**src/rtl/mlf_pkg.sv**
```systemverilog
package mlf_pkg;

   localparam int MAC_W        = 48;
   localparam int PORT_W       = 8;
   localparam int LEN_W        = 14;
   localparam int GROUP_BIT    = 40;
   localparam int MIN_HEADER   = 14;

   localparam int REQ_PORT_LO  = 0;
   localparam int REQ_LEN_LO   = REQ_PORT_LO + PORT_W;
   localparam int REQ_SRC_LO   = REQ_LEN_LO + LEN_W;
   localparam int REQ_DST_LO   = REQ_SRC_LO + MAC_W;
   localparam int REQ_USED_W   = REQ_DST_LO + MAC_W;
   localparam int REQ_DATA_W   = ((REQ_USED_W + 7) / 8) * 8;

   localparam int RSP_VERDICT_LO = 0;
   localparam int RSP_LEARNED    = 2;
   localparam int RSP_EVICTED    = 3;
   localparam int RSP_DATA_W     = 8;

   typedef enum logic [1:0] {
      VERDICT_PASS       = 2'd0,
      VERDICT_DROP_LOOP  = 2'd1,
      VERDICT_DROP_GROUP = 2'd2
   } verdict_type;

   typedef enum logic {
      MODE_INGRESS = 1'b0,
      MODE_EGRESS  = 1'b1
   } mode_type;

endpackage

```
**src/rtl/mlf_set_unit.sv**
```systemverilog
module mlf_set_unit #(
   parameter int NUM_SETS = 256
) (
   input  logic                                             clock,
   input  logic                                             reset,
   input  logic                                             start,
   input  logic [mlf_pkg::MAC_W-1:0]                        mac,
   output logic                                             done,
   output logic [(NUM_SETS > 1 ? $clog2(NUM_SETS) : 1)-1:0] set_index
);
   import mlf_pkg::*;

   localparam int SET_W = NUM_SETS > 1 ? $clog2(NUM_SETS) : 1;

   logic [MAC_W-1:0] fold1;
   logic [MAC_W-1:0] fold;

   assign fold1 = mac ^ (mac >> 24);
   assign fold  = fold1 ^ (fold1 >> 12);

   if ((NUM_SETS & (NUM_SETS - 1)) == 0) begin : g_mask
      assign done      = start;
      assign set_index = fold[SET_W-1:0];
   end else begin : g_serial
      // remainder by reciprocal multiplication, 16 key bits per step, MSB first;
      // each step runs a quotient estimate phase, then a remainder phase
      localparam int CHUNK_W = 16;
      localparam int STEPS   = MAC_W / CHUNK_W;
      localparam int V_W     = SET_W + CHUNK_W;
      localparam int SHIFT   = V_W + SET_W;
      localparam int RECIP_W = V_W + 2;
      localparam int PROD_W  = V_W + RECIP_W;
      localparam longint unsigned RECIP =
         ((64'd1 << SHIFT) + 64'(NUM_SETS) - 64'd1) / 64'(NUM_SETS);

      logic [MAC_W-1:0]   shift_ff, shift_in;
      logic [SET_W-1:0]   rem_ff, rem_in;
      logic [V_W-1:0]     part_ff, part_in;
      logic [CHUNK_W-1:0] quot_ff, quot_in;
      logic [1:0]         step_ff, step_in;
      logic               phase_ff, phase_in;
      logic               busy_ff, busy_in;
      logic               done_ff, done_in;
      logic [V_W-1:0]     part;
      logic [PROD_W-1:0]  prod;
      logic [V_W-1:0]     back;

      always_comb begin
         shift_in = shift_ff;
         rem_in   = rem_ff;
         part_in  = part_ff;
         quot_in  = quot_ff;
         step_in  = step_ff;
         phase_in = phase_ff;
         busy_in  = busy_ff;
         done_in  = 1'b0;
         part     = {rem_ff, shift_ff[MAC_W-1 -: CHUNK_W]};
         prod     = PROD_W'(part) * PROD_W'(RECIP_W'(RECIP));
         back     = part_ff - V_W'(quot_ff) * V_W'(NUM_SETS);
         if (start) begin
            shift_in = fold;
            rem_in   = '0;
            step_in  = '0;
            phase_in = 1'b0;
            busy_in  = 1'b1;
         end else if (busy_ff) begin
            if (!phase_ff) begin
               part_in  = part;
               quot_in  = prod[SHIFT +: CHUNK_W];
               shift_in = {shift_ff[MAC_W-CHUNK_W-1:0], {CHUNK_W{1'b0}}};
               phase_in = 1'b1;
            end else begin
               rem_in   = back[SET_W-1:0];
               step_in  = step_ff + 1'b1;
               phase_in = 1'b0;
               if (step_ff == 2'(STEPS - 1)) begin
                  busy_in = 1'b0;
                  done_in = 1'b1;
               end
            end
         end
      end

      always_ff @(posedge clock) begin
         if (reset) begin
            busy_ff <= 1'b0;
            done_ff <= 1'b0;
         end else begin
            busy_ff <= busy_in;
            done_ff <= done_in;
         end
         shift_ff <= shift_in;
         rem_ff   <= rem_in;
         part_ff  <= part_in;
         quot_ff  <= quot_in;
         step_ff  <= step_in;
         phase_ff <= phase_in;
      end

      assign done      = done_ff;
      assign set_index = rem_ff;
   end

endmodule

```
**config.mk**
```make
export PLATFORM = sky130hd
export DESIGN_NAME = mlf_set_unit
export DESIGN_NICKNAME = d
export VERILOG_FILES = /design/src/rtl/mlf_pkg.sv /design/src/rtl/mlf_set_unit.sv
export SDC_FILE = /design/constraint.sdc
export NUM_CORES = 1
export LEC_CHECK = 0
export BUFFER_PORTS_ARGS = -buffer_cell sky130_fd_sc_hd__buf_2
export CAP_MARGIN = 25
export CORE_AREA = 5 5 42 44
export DETAILED_ROUTE_END_ITERATION = 10
export DIE_AREA = 0 0 47 49
export PLACE_DENSITY = 0.68
export REMOVE_ABC_BUFFERS = 1
export SYNTH_ARGS = -nofsm -noshare
export SYNTH_HDL_FRONTEND = slang
export SYNTH_SLANG_ARGS = --single-unit
export TNS_END_PERCENT = 20
```
**constraint.sdc**
```tcl
create_clock -name vclk -period 1.3
set_clock_uncertainty 0.15 [all_clocks]
set_input_delay 0.26 -clock vclk [all_inputs]
set_output_delay 0.26 -clock vclk [all_outputs]
set_load 0.02 [all_outputs]
```
==> flow_metrics.py <==
metrics = {
    "status": {
        "status": "complete, no violations",
    },
    "die": {
        "die-height_um": 49,
        "die_x_um": 47,
        "initial_utilization_pct": 15.5,
        "core_area_um2": 1400,
        "rows": 14,
        "design.die.area_um2": 2300,
        "ios": 60,
    },
    "sta": {
        "setup_tns_ns": 0,
        "hold_ws_ns": 0.370,
        "timing.final.crit_share_pct": 96.8,
        "tightestPinTransition_ns": 0.167,
        "max_slew_margin_pct": 88.8,
        "grt_setup_unrepaired": "false",
        "fin_crit_ns": 1.26,
        "report.final.setup_viol": 0,
        "finalMaxSlewViolations": 0,
        "achievable-frequency_mhz": 794,
        "hold_viol": 0,
        "finalWorstSetupSlack_ns": 0.0411,
    },
    "placement": {
        "post-place-ws_ns": 0.0245,
        "port_buffers": 40,
        "post-dp-hpwl_um": 685,
        "gp_congestion": 0.515,
    },
    "logic_synthesis": {
        "most_used_standard_cells_in_the_synthesized_netlist": "xnor2_1 (16), xor2_1 (8), buf_4 (1)",
        "ys_top_cells_by_area": "xnor2_1 (64%), xor2_1 (32%), buf_4 (3.4%)",
        "synthMostInstantiatedCell": "xnor2_1",
        "yosysTopAreaCell": "xnor2_1",
        "cell_count_after_synthesis": 25,
        "avgSynthCellArea_um2": 8.71,
        "syn-cell-area_um2": 218,
        "synth.lib_cells_used.distinct": 3,
        "share_of_the_yosys_chip_area_belonging_to_registers_pct": 0,
        "ys_warn_count": 0,
        "yosysTopAreaCellShare_pct": 64.4,
    },
    "grt": {
        "grt_use_total_pct": 4.56,
        "grt_max_degree": 2,
        "initial_antenna_violation_count": 0,
        "grt_pass1_vias": 264,
        "grt_overflow_total": 0,
        "wire_length_of_the_first_global_routing_pass_um": 862,
    },
    "route": {
        "routed-via-count": 309,
        "route.detailed.drc": 0,
        "detail_route.vias_per_cell": 3.86,
        "wl_um": 705,
        "route.detailed.wl_per_inst_um": 8.81,
        "detail_route.iter0.violations": 0,
        "first_pass_iters": 1,
        "antenna_violating_nets_post_route": 0,
    },
    "setup_path": {
        "critPathRequiredTime_ns": 0.89,
        "startpoint_type": "primary input",
        "critPathTopFamily": "XOR/XNOR gates",
        "worst_setup_path_end_kind": "primary output",
        "cpMaxStageDelayCell": "xnor2_1",
        "timing.setup.critical_path_class": "in2out",
        "cpPeakStageDelay_ns": 0.18,
        "cp_capture_point": "set_index[1]",
        "critical_path_cell_count": 4,
        "path_buf_inv": 2,
        "critPathMaxFanout": 1,
        "timing.critical_path.cells": "buf_2 -> xnor2_1 -> xnor2_1 -> buf_2",
        "worst_setup_path_startpoint": "mac[25]",
        "critical_path_arrival_ns": 0.85,
    },
    "final_layout": {
        "seq_area_um2": 0,
        "synthToLayoutAreaGrowth_pct": 114,
        "layout-drive-gt1-share_pct": 67.2,
        "nNetsFinal": 117,
        "antennaDiodeCount": 0,
        "layout.clock_buffers": 0,
        "n_sequential_cell": 0,
    },
    "power": {
        "peakVddDrop_v": 0.000144,
        "p_per_area_nw_per_um2": 621,
        "leakagePower_nw": 0.242,
    },
    "clock_network": {
        "cts_hold_buffers": 0,
        "postCtsSetupBuffers": 0,
    },
    "worst_hold_path": {
        "timing.hold.worst.class": "in2out",
    },
    "flow_run": {
        "max-cap-violations": 0,
    },
}
worst min-delay path by stage:
stage | cells past startpoint | slack, ns | end | from
final | 0 | 0.37 | done | start
after global routing | 0 | 0.37 | done | start
after CTS | 0 | 0.37 | done | start
after detailed placement | 0 | 0.37 | done | start
after global placement | 0 | 0.37 | done | start
after floorplan | 0 | 0.37 | done | start
cells by family after synthesis:
kind of cell              Yosys count  synth area share (%)
xor gates and xnor gates           24                  96.6
buffers and inverters               1                  3.45
final cells by class:
| cell class | instances | area (µm²) |
|---|---|---|
| fillers | 155 | 936 |
| multi-input cells | 24 | 233 |
| repair buffers | 40 | 213 |
| well taps | 16 | 20.0 |
report_power, final:
part           internal (W)  switching (W)  total, W
Sequential                0              0         0
Combinational      0.000147       0.000142  0.000289
Clock                     0              0         0
through the flow:
stage / total power, W / instances / util (%) / cell area [µm²]
global placement: 0.000259 / 80 / 30.7 / 430
floorplan: 0.000157 / 24 / - / 210
detailed placement: 0.000265 / 80 / 30.7 / 430
finish: 0.000289 / 80 / 33.2 / 465
global route: 0.000310 / 80 / 33.2 / 465
CTS: 0.000266 / 80 / 30.7 / 430
cell usage in the layout (no fill, tap or decap):
cell type / instances
buf_2: 35
xnor2_1: 14
xor2_1: 7
buf_4: 5
xnor2_2: 2
xor2_2: 1
timing repair:
action                                  4_1_cts  5_1_grt
endpoints found under the setup margin        0        5
resized for setup                             0        8
endpoints found under the hold margin         0        0
per-layer routing:
layer / GRT usage, % / share of wire, % / wire length, µm / up-vias
met2: 9.50 / 51 / 357 / 28
met3: 1.48 / 25 / 177 / 0
li1: - / - / - / 151
met4: 0 / 0 / 0 / 0
met1: 4.13 / 24 / 171 / 130
met5: 0 / 0 / 0 / -
(Power assumes the default switching activity.)
