$ cat config.mk
export PLATFORM = sky130hd
export DESIGN_NAME = mlf_ram
export DESIGN_NICKNAME = d
export VERILOG_FILES = /design/src/rtl/mlf_ram.sv
export SDC_FILE = /design/constraint.sdc
export NUM_CORES = 1
export LEC_CHECK = 0
export BUFFER_PORTS_ARGS = -buffer_cell sky130_fd_sc_hd__buf_4
export CORE_ASPECT_RATIO = 0.75
export CORE_MARGIN = 2
export CORE_UTILIZATION = 50
export DETAILED_ROUTE_END_ITERATION = 10
export PLACE_DENSITY = 0.67
export SKIP_CTS_REPAIR_TIMING = 1
export SLEW_MARGIN = 20
export SYNTH_ARGS = -nofsm -noshare
export SYNTH_HDL_FRONTEND = slang
export SYNTH_SLANG_ARGS = --single-unit
$ cat constraint.sdc
create_clock -name clock -period 2.05 [get_ports clock]
set_clock_uncertainty 0.2 [all_clocks]
set_input_delay 0.205 -clock clock [delete_from_list [all_inputs] [get_ports clock]]
set_output_delay 0.205 -clock clock [all_outputs]
set_load 0.05 [all_outputs]
$ cat src/rtl/mlf_ram.sv
module mlf_ram #(
   parameter int WIDTH = 8,
   parameter int DEPTH = 16
) (
   input  logic                                        clock,
   input  logic                                        wr_en,
   input  logic [(DEPTH > 1 ? $clog2(DEPTH) : 1)-1:0]  wr_addr,
   input  logic [WIDTH-1:0]                            wr_data,
   input  logic                                        rd_en,
   input  logic [(DEPTH > 1 ? $clog2(DEPTH) : 1)-1:0]  rd_addr,
   output logic [WIDTH-1:0]                            rd_data
);

   logic [WIDTH-1:0] mem_ff [DEPTH];
   logic [WIDTH-1:0] rd_data_ff;

   always_ff @(posedge clock) begin
      if (wr_en) begin
         mem_ff[wr_addr] <= wr_data;
      end
      if (rd_en) begin
         rd_data_ff <= mem_ff[rd_addr];
      end
   end

   assign rd_data = rd_data_ff;

endmodule

==> flow_metrics.py, run 1 <==
metrics = {
    "worst_setup_path": {
        "path_max_fanout": 1,
        "critPathMaxStageDelay_ns": 0.54,
        "path_cells": "mux4_1 -> a22oi_1 -> nand2_1",
        "crit_family": "multiplexers",
        "worst_ep_required_time_ns": 2.01,
        "arrival_ns": 1.62,
        "critPathSlowestCell": "mux4_1",
        "worst_setup_path_start_kind": "flop",
        "endpoint_kind": "flop",
        "crit_type": "flop to flop",
        "rrSetupSlack_ns": 0.39,
        "critPathBufInv": 0,
    },
    "yosys": {
        "synth_nets": 248,
        "synthAdderAreaFrac_pct": 0,
        "synthCells": 229,
        "yosysWarnings": 0,
        "syn_area_sq_um": 5230,
        "ys_seq_area_share_pct": 78.1,
        "synth-simple-area-share_pct": 3.14,
        "syn-mean-instance-area_sq_um": 22.8,
        "muxShareOfSynthArea_pct": 14.8,
        "synth_xor_area_share_pct": 0,
        "synth_compound_area_share_pct": 2.30,
        "synth_top_family_by_area": "multiplexers",
        "ys_ff_latch": 136,
        "yosysUniqueCellTypes": 18,
    },
    "timing": {
        "rsz0062_at_grt": "no",
        "fmax_ghz": 0.603,
        "worstMarginPinSlew_ns": 0.388,
        "tns_ns": 0,
        "setup_viol_count_final": 0,
        "slew_headroom_pct": 74.1,
        "hold_viol_final": 0,
        "worst_slack_ns": 0.392,
        "post-route-period-util_pct": 80.9,
        "post-route-min-period_ns": 1.66,
        "slew_violations": 0,
    },
    "power": {
        "ir_worst_vdd_v": 0.000943,
        "cellPowerDensity_nw_per_um2": 1000,
        "power_w": 0.00637,
        "p_leak_nw": 2.18,
    },
    "clock_tree": {
        "cts_made_buffers": 17,
        "clock_latency_ns": 0.41,
        "tritoncts": "yes",
        "numClockSinks": 136,
        "cts.reportedPaths.clkPinSlew_ns": 0.06,
        "root_buffer": "clkbuf_16",
        "htree_levels": 4,
        "cts_max_path_buffers": 2,
    },
    "detailed_routing": {
        "drt-pass1-iter-count": 5,
        "route.detailed.drc": 0,
        "drt.antenna.violating_nets": 0,
        "vias": 2486,
        "drt_iter0_drc": 242,
        "drt-vias-per-instance": 5.57,
        "route.detailed.wl_per_inst_microns": 22.4,
        "postRouteWirelength_microns": 9970,
    },
    "place": {
        "gp_congestion": 0.737,
        "dp_slack_ns": 0.0652,
        "io_buffers": 26,
        "dp_cells": 405,
        "dp_hpwl_microns": 6700,
    },
    "cells_and_area": {
        "mostFrequentLayoutCell": "edfxtp_1",
        "fin_cells": 446,
        "nNetsFinal": 316,
        "final_cell_mix": "edfxtp_1, buf_4, mux4_2, clkbuf_16, a22oi_1",
        "layout-drive-gt1-share_pct": 31.6,
        "antennaDiodeCount": 0,
        "syn_to_final_growth_pct": 22.0,
        "final_core_util_pct": 62.2,
        "fillers": 734,
    },
    "global_routing": {
        "grtUsageTotal_pct": 19.7,
        "grt_pass1_wl_microns": 15300,
        "grt_pass1_vias": 2545,
        "antenna_found_initial": 0,
        "grt_overflow": 0,
        "grt_max_degree": 17,
    },
    "floorplan": {
        "die_height_microns": 92.6,
        "rows": 32,
        "pin_count": 27,
        "coreArea_sq_um": 10200,
        "die_w_microns": 122,
        "die_area_sq_um": 11300,
        "start_util_pct": 51.0,
    },
    "flow_run": {
        "cap_violations": 0,
    },
    "hold_path": {
        "hp-class": "input port to flop",
    },
    "status": {
        "status": "finished clean",
    },
}
[path summary, 6_finish.rpt]
path / start / cells after the start / end
max: mem_ff[9][1] / 3 / rd_data[1]
min: wr_addr[0] / 3 / mem_ff[12][7]
max reg2reg: mem_ff[9][1] / 3 / rd_data[1]
min reg2reg: mem_ff[12][7] / 3 / rd_data[7]
[worst reg2reg max path, delay by kind of cell (launching register included)]
kind               cells  cell delay, ns
AOI/OAI and AO/OA      1            0.23
DFF                    1            0.37
muxes                  1            0.54
and+or+nand+nor        1            0.07
[through the flow]
step | hold slack (ns) | area [sq um]
2_1_floorplan | 0.104 | 5230
3_3_place_gp | 0.309 | 5720
3_5_place_dp | 0.312 | 5720
4_1_cts | -0.122 | 6290
5_1_grt | 0.121 | 6380
6_report | 0.118 | 6380
[sequential cells by signal, summed over array words and instances, names as in the netlist]
| register | count |
|---|---|
| mem_ff | 128 |
| rd_data | 8 |
[layout make-up]
class | instances | area (sq um) | area share, %
tap | 136 | 170 | 2.67
clock buffer | 18 | 429 | 6.73
multi-input combinational | 83 | 1060 | 16.6
sequential | 136 | 4080 | 64.1
clock inverter | 14 | 133 | 2.08
timing repair buffer | 59 | 503 | 7.89
[where the power goes]
| group | switching (W) | internal (W) |
|---|---|---|
| clock network | 0.00108 | 0.00177 |
| logic | 0.000207 | 0.000161 |
| registers | 0.0000193 | 0.00313 |
[Yosys cell counts, drive strengths merged]
cell / count / share of area, %
a22oi: 16 / 2.3
and2: 1 / 0.12
and2b: 1 / 0.14
buf: 7 / 1.1
clkdlybuf4s25: 3 / 0.57
edfxtp: 136 / 78
mux4: 32 / 15
nand2: 9 / 0.65
nand2b: 2 / 0.24
nand3: 1 / 0.096
nand3b: 2 / 0.29
nor2: 13 / 0.93
nor2b: 1 / 0.12
nor3: 4 / 0.38
or3b: 1 / 0.17
[cell families after synthesis]
| group | Yosys count |
|---|---|
| DFF | 136 |
| and+or+nand+nor | 35 |
| muxes | 32 |
| AOI/OAI and AO/OA | 16 |
| buffers and inverters | 10 |
[metal layers]
layer | part of all wire, % | up-vias | wire (microns) | GRT usage (%)
met2 | 46 | 78 | 4560 | 28.3
met1 | 46 | 1274 | 4590 | 28.9
li1 | - | 1124 | - | -
met5 | 0 | - | 0 | 0
met4 | 0.87 | 0 | 87 | 5.17
met3 | 7.4 | 10 | 735 | 7.39
Power figures use the tool's default switching activity.
==> run 2, diff against run 1 <==
ABC_AREA = 1   (was unset)
clock period = 1.6 ns   (was 2.05 ns; I/O delays follow)
==> run 2 against run 1 <==
Effect of this change: flip-flop and latch count unchanged; register-to-register slack got worse by 0.17 ns; clock-buffer cell count increased by 3; design area increased by 9.6%; utilization decreased by 1.4 points; power increased by 35%; critical endpoint is now rd_data[3]; routed wire length increased by 35%; via count increased by 59%.
==> flow_metrics.py, run 2 <==
metrics = {
    "cells_and_area": {
        "layout-drive-gt1-share_pct": 13.0,
        "nNetsFinal": 629,
        "largest-register": "mem_ff",
        "syn_to_final_growth_pct": 19.5,
        "mostFrequentLayoutCell": "nand2_1",
        "final_cell_mix": "nand2_1, edfxtp_1, inv_1, nand3_1, buf_4",
        "antennaDiodeCount": 0,
        "largest_register_ffs": 128,
        "final_core_util_pct": 60.8,
        "fillers": 906,
    },
    "clock_tree": {
        "htree_levels": 4,
        "cts.reportedPaths.clkPinSlew_ns": 0.05,
        "numClockSinks": 136,
        "cts_made_buffers": 17,
        "root_buffer": "clkbuf_16",
        "clock_latency_ns": 0.41,
        "tritoncts": "yes",
        "cts_max_path_buffers": 2,
    },
    "worst_setup_path": {
        "path_cells": "buf_4",
        "crit_family": "flip-flops",
        "endpoint_kind": "output pin",
        "critPathMaxStageDelay_ns": 0.45,
        "crit_type": "flop to output pin",
        "worst_setup_path_start_kind": "flop",
        "path_max_fanout": 1,
        "critPathSlowestCell": "edfxtp_1",
        "arrival_ns": 1.09,
        "critPathBufInv": 1,
        "worst_ep_required_time_ns": 1.24,
    },
    "global_routing": {
        "antenna_found_initial": 0,
        "grt_pass1_vias": 3886,
        "grtUsageTotal_pct": 23.2,
        "grt_max_degree": 39,
        "grt_overflow": 0,
        "grt_pass1_wl_microns": 21100,
    },
    "timing": {
        "tns_ns": 0,
        "post-route-period-util_pct": 90.5,
        "hold_slack_ns": 0.0916,
        "fmax_ghz": 0.690,
        "hold_viol_final": 0,
        "slew_violations": 0,
        "worst_slack_ns": 0.152,
        "rsz0062_at_grt": "no",
        "post-route-min-period_ns": 1.45,
        "slew_headroom_pct": 58.1,
        "worstMarginPinSlew_ns": 0.628,
        "setup_viol_count_final": 0,
    },
    "hold_path": {
        "hp-class": "input port to flop",
    },
    "yosys": {
        "yosysWarnings": 0,
        "syn-mean-instance-area_sq_um": 10.6,
        "yosysUniqueCellTypes": 11,
        "yosys.area.top_type": "edfxtp_1",
        "synthArstFlopShare_pct": 0,
        "synth-edff-count": 136,
        "synthCells": 551,
        "synth_area_leaders": "edfxtp_1, nand2_1, nand3_1, inv_1, buf_6",
        "synth_ff_type": "edfxtp_1",
        "synth_top_area_share_pct": 69.8,
        "ys_seq_area_share_pct": 69.8,
        "netlist_top_cells_count": "nand2_1, edfxtp_1, inv_1",
        "ys_ff_latch": 136,
        "syn_area_sq_um": 5850,
        "synth.most_common_cell": "nand2_1",
        "synth_nets": 570,
    },
    "power": {
        "p_leak_nw": 3.04,
        "ir_worst_vdd_v": 0.000917,
        "intPower_w": 0.00678,
        "cellPowerDensity_nw_per_um2": 1230,
        "power_w": 0.00858,
        "clkPwrFrac_pct": 45.9,
        "p_sw_w": 0.00180,
        "combinationalPowerShare_pct": 6.9,
        "seqPwrFrac_pct": 47.1,
        "switching_share_pct": 21.0,
    },
    "detailed_routing": {
        "route.detailed.drc": 0,
        "drt.antenna.violating_nets": 0,
        "drt-vias-per-instance": 5.17,
        "drt_iter0_drc": 426,
        "postRouteWirelength_microns": 13500,
        "drt-pass1-iter-count": 5,
        "vias": 3964,
        "route.detailed.wl_per_inst_microns": 17.6,
    },
    "place": {
        "io_buffers": 26,
        "dp_hpwl_microns": 8430,
        "gp_congestion": 0.853,
        "dp_slack_ns": -0.0121,
    },
    "floorplan": {
        "pin_count": 27,
        "start_util_pct": 50.9,
        "coreArea_sq_um": 11500,
        "die_area_sq_um": 12600,
        "rows": 34,
        "die_height_microns": 97.7,
        "die_w_microns": 129,
    },
    "flow_run": {
        "cap_violations": 0,
    },
    "status": {
        "status": "finished clean",
    },
}
[run 2: cell types whose count changed after synthesis, moves of 4 or more]
cell,delta
inv_1,+100
a22oi_1,-16
nor2_1,+4
nor3_1,-4
nand3_1,+96
mux4_1,-14
mux4_2,-18
nand2_1,+164
buf_2,+10
[run 2: worst paths after layout]
path	start	end	slack [ns]	cells after the start
worst max register to register	mem_ff[6][0]	rd_data[0]	0.22	6
worst min register to register	mem_ff[10][6]	rd_data[6]	0.53	6
worst max-delay path	rd_data[3]	rd_data[3]	0.15	1
worst min-delay path	rd_addr[2]	rd_data[2]	0.09	4
[run 2: worst reg2reg max path: stages (launching register included)]
cell and delay (ns):
edfxtp_1 0.36, inv_1 0.07, nand2_1 0.07, nand3_1 0.10, nand3_1 0.13, nand3_1 0.13, nand2_1 0.06
[run 2: logic make-up (layout without fill, tap and decap cells)]
logic type             count (synthesis)  count (layout)  share of synthesized area (%)
flip-flops                           136             136                           69.8
AND/OR/NAND/NOR                      289             289                           20.8
buffers and inverters                126             198                           9.39
[run 2: power by group through the flow]
stage               Sequential, W  Clock [W]  Combinational [W]
floorplan                 0.00417          0           0.000281
global placement          0.00412          0           0.000561
detailed placement        0.00412          0           0.000571
CTS                       0.00405    0.00398           0.000577
global route              0.00405    0.00412           0.000653
finish                    0.00405    0.00394           0.000595
[run 2: layout make-up]
cell class	instances	area (sq um)	share of cell area [%]
clock buffer	21	440	6.30
clock inverter	11	154	2.20
inverter	102	383	5.48
multi-input combinational	289	1210	17.4
sequential	136	4080	58.5
tap	144	180	2.58
timing repair buffer	64	531	7.59
[run 2: through the flow]
stage	area (sq um)	std cells
after floorplan	5850	551
after global placement	6290	725
after global routing	6990	767
after detailed placement	6290	725
after CTS	6890	757
final	6990	767
[run 2: per-layer routing]
| layer | up-vias | track usage (%) | routed length (microns) |
|---|---|---|---|
| met2 | 173 | 34.5 | 6180 |
| met5 | - | 0 | 0 |
| met4 | 0 | 10.3 | 422 |
| met1 | 1860 | 31.9 | 5730 |
| li1 | 1895 | - | - |
| met3 | 36 | 6.72 | 1140 |
==> run 3, diff against run 2 <==
CTS_BUF_LIST = sky130_fd_sc_hd__clkbuf_8 sky130_fd_sc_hd__clkbuf_16   (was unset)
PLACE_DENSITY = 0.76   (was 0.67)
==> run 3 against run 2 <==
Effect of this change: cell count is 0.26% lower; fmax up 2.1%; combinational power is 1% higher; sequential power is essentially flat; clock power fell by 13%; critical path depth is the same; register-to-register slack better by 0.03 ns; routed wire length grew 1.2%; critical path type unchanged.
==> flow_metrics.py, run 3 (synthesis gave the netlist of run 2 again) <==
metrics = {
    "global_routing": {
        "busiest_layer": "met1",
        "use_met1_pct": 37.0,
        "grt_max_degree": 33,
        "grt_util_met3_pct": 6.17,
        "grt_overflow": 0,
        "grt_pass1_vias": 3910,
        "grtUsageTotal_pct": 23.8,
        "antenna_found_initial": 0,
        "grt_pass1_wl_microns": 21900,
        "use_met2_pct": 33.0,
    },
    "detailed_routing": {
        "route.detailed.drc": 0,
        "drt-vias-per-instance": 5.21,
        "drt-pass1-iter-count": 7,
        "route.detailed.wl_per_inst_microns": 17.8,
        "drt_iter0_drc": 616,
        "drt.antenna.violating_nets": 0,
        "vias": 3982,
        "postRouteWirelength_microns": 13600,
    },
    "place": {
        "gp_congestion": 0.883,
        "io_buffers": 26,
        "dp_slack_ns": 0.0181,
        "dp_hpwl_microns": 8840,
    },
    "power": {
        "ir_worst_vdd_v": 0.000848,
        "switching_share_pct": 22.2,
        "intPower_w": 0.00628,
        "p_sw_w": 0.00179,
        "p_leak_nw": 3.01,
        "seqPwrFrac_pct": 50.1,
        "combinationalPowerShare_pct": 7.5,
        "power_w": 0.00808,
        "clkPwrFrac_pct": 42.5,
        "cellPowerDensity_nw_per_um2": 1170,
    },
    "worst_setup_path": {
        "arrival_ns": 1.06,
        "crit_type": "flop to output pin",
        "path_max_fanout": 1,
        "critPathSlowestCell": "edfxtp_1",
        "crit_family": "flip-flops",
        "endpoint_kind": "output pin",
        "path_cells": "buf_4",
        "worst_ep_required_time_ns": 1.24,
        "critPathBufInv": 1,
        "critPathMaxStageDelay_ns": 0.43,
        "worst_setup_path_start_kind": "flop",
    },
    "cells_and_area": {
        "layout-drive-gt1-share_pct": 13.4,
        "mostFrequentLayoutCell": "nand2_1",
        "largest_register_ffs": 128,
        "largest-register": "mem_ff",
        "syn_to_final_growth_pct": 18.4,
        "antennaDiodeCount": 0,
        "nNetsFinal": 629,
        "final_core_util_pct": 60.3,
        "final_cell_mix": "nand2_1, edfxtp_1, inv_1, nand3_1, buf_4",
    },
    "clock_tree": {
        "cts.reportedPaths.clkPinSlew_ns": 0.06,
        "clock_latency_ns": 0.41,
        "root_buffer": "clkbuf_16",
        "cts_max_path_buffers": 2,
        "numClockSinks": 136,
        "htree_levels": 4,
        "cts_made_buffers": 17,
        "tritoncts": "yes",
    },
    "floorplan": {
        "die_area_sq_um": 12600,
        "coreArea_sq_um": 11500,
        "die_w_microns": 129,
        "rows": 34,
        "die_height_microns": 97.7,
        "start_util_pct": 50.9,
        "pin_count": 27,
    },
    "timing": {
        "post-route-period-util_pct": 88.6,
        "fmax_ghz": 0.705,
        "setup_viol_count_final": 0,
        "slew_headroom_pct": 60.9,
        "worst_slack_ns": 0.182,
        "slew_violations": 0,
        "worstMarginPinSlew_ns": 0.586,
        "post-route-min-period_ns": 1.42,
        "hold_viol_final": 0,
        "tns_ns": 0,
        "rsz0062_at_grt": "no",
    },
    "hold_path": {
        "hp-class": "input port to flop",
    },
    "flow_run": {
        "cap_violations": 0,
    },
    "status": {
        "status": "finished clean",
    },
}
run 3: worst reg2reg max path, cell delays in order, from the launching register on:
cell	delay, ns
edfxtp_1	0.35
inv_1	0.06
nand2_1	0.08
nand3_1	0.14
nand3_1	0.11
nand3_1	0.11
nand2_1	0.05
run 3: routing by layer:
layer | part of all wire, % | vias up
met3 | 11 | 21
met2 | 43 | 241
met1 | 45 | 1825
li1 | - | 1895
met5 | 0 | -
met4 | 1.4 | 0
run 3: final timing paths:
| path | start | end | slack [ns] | cells past startpoint |
|---|---|---|---|---|
| max reg2reg | mem_ff[9][3] | rd_data[3] | 0.25 | 6 |
| min | rd_addr[1] | rd_data[2] | 0.06 | 5 |
| min reg2reg | mem_ff[2][4] | rd_data[4] | 0.54 | 6 |
| max | rd_data[5] | rd_data[5] | 0.18 | 1 |
run 3: power groups by stage:
stage	clock [W]	combinational, W	sequential (W)
CTS	0.00347	0.000580	0.00404
detailed placement	0	0.000578	0.00411
global route	0.00363	0.000659	0.00405
floorplan	0	0.000281	0.00417
finish	0.00343	0.000602	0.00404
global placement	0	0.000567	0.00411
run 3: through the flow:
stage          hold WS (ns)  cells  area (sq um)
6_report             0.0615    765          6920
5_1_grt              0.0821    765          6920
4_1_cts              -0.181    755          6820
3_5_place_dp          0.257    725          6300
3_3_place_gp          0.255    725          6300
2_1_floorplan        0.0589    551          5850
run 3: cell type report:
cell class | instances | area [sq um]
tap | 144 | 180
timing repair buffer | 64 | 543
clock buffer | 17 | 425
fill | 900 | 4570
multi-input combinational | 289 | 1210
sequential | 136 | 4080
inverter | 102 | 383
clock inverter | 13 | 91.3
